**config.mk**
```make
export PLATFORM = sky130hd
export DESIGN_NAME = nnis_ctrl
export DESIGN_NICKNAME = d
export VERILOG_FILES = /design/src/rtl/assert_macros.svh /design/src/rtl/nnis_pkg.sv /design/src/rtl/nnis_ctrl.sv
export SDC_FILE = /design/constraint.sdc
export NUM_CORES = 1
export LEC_CHECK = 0
export BUFFER_PORTS_ARGS = -buffer_cell sky130_fd_sc_hd__buf_2
export CORE_AREA = 2 2 39 41
export DETAILED_ROUTE_END_ITERATION = 10
export DIE_AREA = 0 0 41 43
export PLACE_DENSITY = 0.68
export REMOVE_ABC_BUFFERS = 1
export SYNTH_ARGS = -nofsm -noshare
export SYNTH_HDL_FRONTEND = slang
export SYNTH_SLANG_ARGS = --single-unit
```
**constraint.sdc**
```tcl
create_clock -name i_clk -period 3.25 [get_ports i_clk]
set_input_delay 0.325 -clock i_clk [delete_from_list [all_inputs] [get_ports i_clk]]
set_output_delay 0.325 -clock i_clk [all_outputs]
set_load 0.02 [all_outputs]
```
**src/rtl/assert_macros.svh**
```systemverilog
// ----------------------------------------------------------------------------
// Assertion macros
// Concurrent assertion helpers shared by the RTL. They expand to nothing when
// SYNTH is defined.
// ----------------------------------------------------------------------------
`ifndef ASSERT_MACROS_SVH
`define ASSERT_MACROS_SVH

`ifndef SYNTH

// Same-cycle implication.
`define ASSERT_IMPL(label, clk, rst_n, ante, cons) \
    label: assert property (@(posedge clk) disable iff (!rst_n) (ante) |-> (cons)) \
        else $error("assertion failed: same-cycle implication");

// Next-cycle implication.
`define ASSERT_NEXT(label, clk, rst_n, ante, cons) \
    label: assert property (@(posedge clk) disable iff (!rst_n) (ante) |=> (cons)) \
        else $error("assertion failed: next-cycle implication");

`else

`define ASSERT_IMPL(label, clk, rst_n, ante, cons)
`define ASSERT_NEXT(label, clk, rst_n, ante, cons)

`endif

`endif

```
**src/rtl/nnis_pkg.sv**
```systemverilog
// ----------------------------------------------------------------------------
// nnis_pkg
// Types, constants and helpers of the nearest-neighbor image scaler.
// ----------------------------------------------------------------------------
`default_nettype none

package nnis_pkg;

    localparam int DIM_W      = 9;   // configured sizes
    localparam int EDIM_W     = 10;  // effective destination size, up to 512
    localparam int COORD_W    = 8;
    localparam int SPROD_W    = COORD_W + DIM_W;   // row * src size
    localparam int IDX_W      = 27;  // srow * src_w + scol, full range
    localparam int WIDX_W     = 16;
    localparam int PIXEL_W    = 32;
    localparam int CFG_IDX_W  = 3;
    localparam int CFG_DATA_W = 9;

    typedef enum logic [CFG_IDX_W-1:0] {
        CFG_SRC_WIDTH  = 3'd0,
        CFG_SRC_HEIGHT = 3'd1,
        CFG_DST_WIDTH  = 3'd2,
        CFG_DST_HEIGHT = 3'd3,
        CFG_POW2_MODE  = 3'd4
    } t_cfg_reg;

    localparam logic REQ_WRITE = 1'b0;
    localparam logic REQ_READ  = 1'b1;

    typedef struct packed {
        logic                req_type;
        logic [WIDX_W-1:0]   write_index;
        logic [PIXEL_W-1:0]  write_pixel;
        logic [COORD_W-1:0]  out_row;
        logic [COORD_W-1:0]  out_col;
    } t_in_item;

    typedef struct packed {
        logic [PIXEL_W-1:0]  pixel;
        logic [WIDX_W-1:0]   source_index;
        logic                coord_error;
    } t_out_item;

    typedef struct packed {
        logic load;        // latch the accepted item and effective sizes
        logic div_start;   // start row and column divisions
        logic mod_start;   // start store address reduction
        logic mod_sel_wr;  // address comes from the write index
        logic mem_we;
        logic mem_re;
        logic out_load;
    } t_ctrl_cmd;

    typedef struct packed {
        logic is_read;
        logic coord_err;
        logic div_done;
        logic mod_done;
        logic out_free;
    } t_ctrl_sts;

    // Smallest power of two >= n; zero gives one.
    function automatic logic [EDIM_W-1:0] f_pow2_ceil(input logic [DIM_W-1:0] n);
        logic [EDIM_W-1:0] p;
        p = EDIM_W'(1) << (EDIM_W - 1);
        for (int i = EDIM_W - 1; i >= 0; i--) begin
            if ((EDIM_W'(1) << i) >= EDIM_W'(n)) begin
                p = EDIM_W'(1) << i;
            end
        end
        return p;
    endfunction

endpackage

`default_nettype wire

```
**src/rtl/nnis_ctrl.sv**
```systemverilog
// ----------------------------------------------------------------------------
// nnis_ctrl
// Sequencer of the scaler: takes one item, steps the datapath through the
// division, address reduction, store access and result transfer it needs.
// ----------------------------------------------------------------------------
`default_nettype none

module nnis_ctrl (
    input  wire logic                i_clk,
    input  wire logic                i_rst_n,
    input  wire logic                i_in_valid,
    output logic                     o_in_ready,
    input  wire nnis_pkg::t_ctrl_sts i_sts,
    output nnis_pkg::t_ctrl_cmd      o_cmd
);
    import nnis_pkg::*;

    typedef enum logic [7:0] {
        S_IDLE   = 8'b0000_0001,
        S_DECODE = 8'b0000_0010,
        S_DIV    = 8'b0000_0100,
        S_INDEX  = 8'b0000_1000,
        S_MOD    = 8'b0001_0000,
        S_WRITE  = 8'b0010_0000,
        S_READ   = 8'b0100_0000,
        S_RESULT = 8'b1000_0000
    } t_state;

    t_state r_state;
    t_state n_state;

    always_comb begin
        n_state = r_state;
        o_cmd   = '0;
        case (r_state)
            S_IDLE: begin
                if (i_in_valid) begin
                    o_cmd.load = 1'b1;
                    n_state    = S_DECODE;
                end
            end
            S_DECODE: begin
                if (!i_sts.is_read) begin
                    o_cmd.mod_start  = 1'b1;
                    o_cmd.mod_sel_wr = 1'b1;
                    n_state          = S_MOD;
                end else if (i_sts.coord_err) begin
                    n_state = S_RESULT;
                end else begin
                    o_cmd.div_start = 1'b1;
                    n_state         = S_DIV;
                end
            end
            S_DIV: begin
                if (i_sts.div_done) begin
                    n_state = S_INDEX;
                end
            end
            S_INDEX: begin
                o_cmd.mod_start = 1'b1;
                n_state         = S_MOD;
            end
            S_MOD: begin
                if (i_sts.mod_done) begin
                    n_state = i_sts.is_read ? S_READ : S_WRITE;
                end
            end
            S_WRITE: begin
                o_cmd.mem_we = 1'b1;
                n_state      = S_IDLE;
            end
            S_READ: begin
                o_cmd.mem_re = 1'b1;
                n_state      = S_RESULT;
            end
            S_RESULT: begin
                if (i_sts.out_free) begin
                    o_cmd.out_load = 1'b1;
                    n_state        = S_IDLE;
                end
            end
            default: begin
                n_state = S_IDLE;
            end
        endcase
    end

    always_ff @(posedge i_clk) begin
        if (!i_rst_n) begin
            r_state <= S_IDLE;
        end else begin
            r_state <= n_state;
        end
    end

    assign o_in_ready = (r_state == S_IDLE);

endmodule

`default_nettype wire

```
Word level (Yosys, flattened, before mapping)
Index checks and enable logic that the tools add are counted.

storage, ports and cells
  ROM bits = 0
  memories = 0
  bits in writable memories = 0
  register bits after elaboration = 8
  bits in latches = 0

cells by class
  multiply operators = 0
  multiplexer cells = 20
  shifts and indexed selects = 0
  add/sub/neg operators = 0
  reduce and logical (&&, ||, !) cells = 1
  div/mod/pow operators = 0
  order comparisons = 0
  eq/ne operators = 12
  bitwise gates (word level) = 0

operators by type and width
  cell                count
  $pmux 8 s7          1
  $mux 8              6
  $mux 1              10
  $eq 8x1->1 const B  1
  $eq 8x2->1 const B  1
  $eq 8x3->1 const B  1
  $eq 8x4->1 const B  1
  $eq 8x5->1 const B  1
  $eq 8x6->1 const B  1
  $eq 8x7->1 const B  1
  $eq 8x8->1 const B  1
  $ne 2x2->1 const B  4
  $mux 7              1
  $reduce_and 4->1    1
  $mux 2              1
  $pmux 1 s2          1

Logic depth before layout (Yosys ltp)
  word-level depth = 3
  mapped depth = 5

Least setup slack after synthesis
OpenSTA, ideal clock, no wires.

  kind = flip-flop to output port
  start = reg r_state[0]
  end = out o_cmd[0] (netlist name)
  arrival = 1.475 ns
  stages on the path, launching flop included = 5
  path slack = 1.450 ns
  data required time = 2.925 ns
  cells stage by stage = dfxtp_1 > buf_2 > nor2_1 > nand3_1 > nor4b_1

RTL lines
  element                 RTL line         RTL
  from (decl)             nnis_ctrl.sv:29  t_state r_state;
  from (signal assigned)  nnis_ctrl.sv:92  r_state <= n_state;
  to (decl)               nnis_ctrl.sv:14  output nnis_pkg::t_ctrl_cmd o_cmd

==> results.toml <==
[worst_setup_path]
r2r_cells = 4
worstPathMaxFanout = 8
r2r_start = "r_state[2]$_SDFFE_PN0P_"
critical_path.startpoint = "r_state[4]$_SDFFE_PN0P_"
crit_slowest_cell = "dfxtp_1"
criticalPathCategory = "reg -> out"
crit_required_ps = 2920
arrival_ps = 1580
r2r_slack_ps = 1780
r2r_end = "r_state[0]$_SDFFE_PN1P_"
worst_setup_path_end_kind = "output port"
cp_cell_sequence = "nor4_4 > nand4_1 > nor2_1 > buf_2"
cp-start-kind = "register"
critPathMaxStageDelay_ps = 400

[timing]
setup_viol = 0
finalHoldViolCount = 0
slew_viol_final = 0
fmax_mhz = 524.9
min_period_ps = 1905
final.period_utilization_pct = 58.62
rsz0062_at_grt = "no"
tightest_slew_ps = 473.0
final.setup.tns_ps = 0
finClkSkew_ps = 8.870
relSlewSlack_pct = 68.42

[synthesis]
synthTopCellsByArea = "dfxtp_1, nor4_4, nor2_1"
avgSynthCellArea_um2 = 8.324
ys_types = 29
ys_seq_area_share_pct = 26.72
synth_edf_count = 0
ys_seq_elements = 8
synth_cells = 72
synthesis.area_um2 = 599.3
synth_top_area_share_pct = 26.72
synth.most_common_cell = "nor2_1"
yosys-top-cells-count = "nor2_1, dfxtp_1, nor3b_1"
synthArstFlopShare_pct = 0
synth_top_cell_by_area = "dfxtp_1"
ys.flop_type = "dfxtp_1"
synth_warnings = 0

[placed_design]
portBuffers = 15
place_congestion = 0.7712
dp.final_hpwl_mm = 1.064
dp_cells = 99

[hold_path]
min_to = "r_state[5]$_SDFFE_PN0P_"
min-delay-start = "i_sts[4]"
hold_depth = 2
hp-class = "in -> reg"

[detailed_routing]
topRoutingLayerUsed = "met4"
drt_iter0_markers = 3
viasPerCell = 5.588
wire_per_inst_um = 13.20
dr.pass1.iters = 4
wl_met3_um = 28
dr_wl_met2_um = 650
wl_met1_um = 658
vias = 570
drt.antenna.violating_nets = 0
route.detailed.drc = 0
wl_mm = 1.346

[power_and_ir_drop]
pwr-share-comb_pct = 35.1
clock_power_share_pct = 23.5
power_density_nw_per_um2 = 450.8
irDropWorstVdd_mv = 0.2773
sequentialPowerShare_pct = 41.4
p_int_mw = 0.1982
leakage_nw = 0.2691
power_switching_mw = 0.1138
netSwitchingFraction_pct = 36.47

[global_routing]
grtUsageTotal_pct = 19.76
antenna_found_initial = 0
first_global_vias = 536
grt_max_degree = 11
grt.overflow.total = 0
grt_pass1_wl_mm = 2.325

[cells_and_area]
nFillCells = 143
fin_cells = 102
largestRegisters = "r_state (8)"
drive_gt1_share_pct = 27.91
fin_nets = 96
num_antenna_cells = 0
areaGrowthSynthToFinish_pct = 15.45
largest_register_ffs = 8
top_register = "r_state"

[cts]
cts_tree = "yes"
cts_num_sinks = 8
post_cts_buffers = 0
cts-resized-gates = 0
cts_buffers = 3
htree_levels = 1
clkSlewWorstSetupHoldPaths_ps = 60
ctsLongestPathBuffers = 2
cts-root-buf = "clkbuf_4"
hold_buffers = 0
clock_latency_ps = 250

[floorplanning]
rows = 14
start_util_pct = 43.31
dieWidth_um = 41
die_h_um = 43
coreArea_um2 = 1384
fp.dieArea_um2 = 1763
io_pins = 16

[status]
status = "completed"

[job]
cap_violations = 0
## logic make-up (layout without fill, tap and decap cells)
logic type / count (synthesis) / count (layout) / share of synthesized area (%)
buf+inv: 8 / 22 / 6.679
xor+xnor: 1 / 1 / 1.462
simple gates: 43 / 43 / 51.57
flops: 8 / 8 / 26.72
compound gates: 12 / 12 / 13.57
## layout by cell type (no fill, tap or decap), drive strengths merged
master	count
clkbuf	3
a32oi	1
a211oi	1
inv	4
and4b	1
nor2	11
a31oi	1
nand2	2
nor3	5
o211ai	2
dfxtp	8
o21a	2
nand4b	2
nor4b	4
a21oi	3
nor2b	1
buf	15
nand4	3
nand2b	1
nor3b	5
and2	3
xor2	1
o22ai	1
o31ai	1
nor4	2
nand3	3
## area by class of cell
| type | instances | area [um^2] | area share, % |
|---|---|---|---|
| inverter | 4 | 15.01 | 2.170 |
| tap | 16 | 20.02 | 2.893 |
| timing repair buffer | 15 | 75.07 | 10.85 |
| sequential | 8 | 160.2 | 23.15 |
| multi-input combinational | 56 | 399.1 | 57.69 |
| clock buffer | 3 | 22.52 | 3.255 |
## routing by layer
layer	vias to the layer above	track usage, %
li1	299	-
met1	264	27.04
met2	5	27.81
met3	2	4.712
met4	0	10.00
met5	-	0
## through the flow
step	hold slack (ps)	util, %	power, mW	setup slack (ps)	instance area [um^2]
floorplan	404.3	-	0.2102	1464	574.3
global placement	581.4	48.37	0.2379	1625	669.4
detailed placement	584.7	48.37	0.2412	1612	669.4
CTS	320.5	50.00	0.3175	1332	691.9
global route	340.7	50.00	0.3357	1217	691.9
finish	337.6	50.00	0.3119	1345	691.9
## worst max path at each step
stage / end / slack (ps)
3_5_place_dp: o_cmd[4] / 1610
2_1_floorplan: o_cmd[0] / 1460
6_report: o_cmd[5] / 1340
5_1_grt: o_cmd[4] / 1220
4_1_cts: o_cmd[4] / 1330
3_3_place_gp: o_cmd[5] / 1630
## power groups by stage
stage | Clock [mW] | Sequential [mW] | Combinational, mW
6_report | 0.0732 | 0.129 | 0.110
5_1_grt | 0.0832 | 0.131 | 0.122
4_1_cts | 0.0779 | 0.129 | 0.111
3_5_place_dp | 0 | 0.131 | 0.110
3_3_place_gp | 0 | 0.130 | 0.108
2_1_floorplan | 0 | 0.126 | 0.0839
## worst max-delay path: cells and delay by family, from the launching register on
family	cells	cell delay, ps
AND/OR/NAND/NOR	3	730
flip-flops	1	400
buffers and inverters	1	190
No activity file was read; power rests on OpenSTA's default activity.
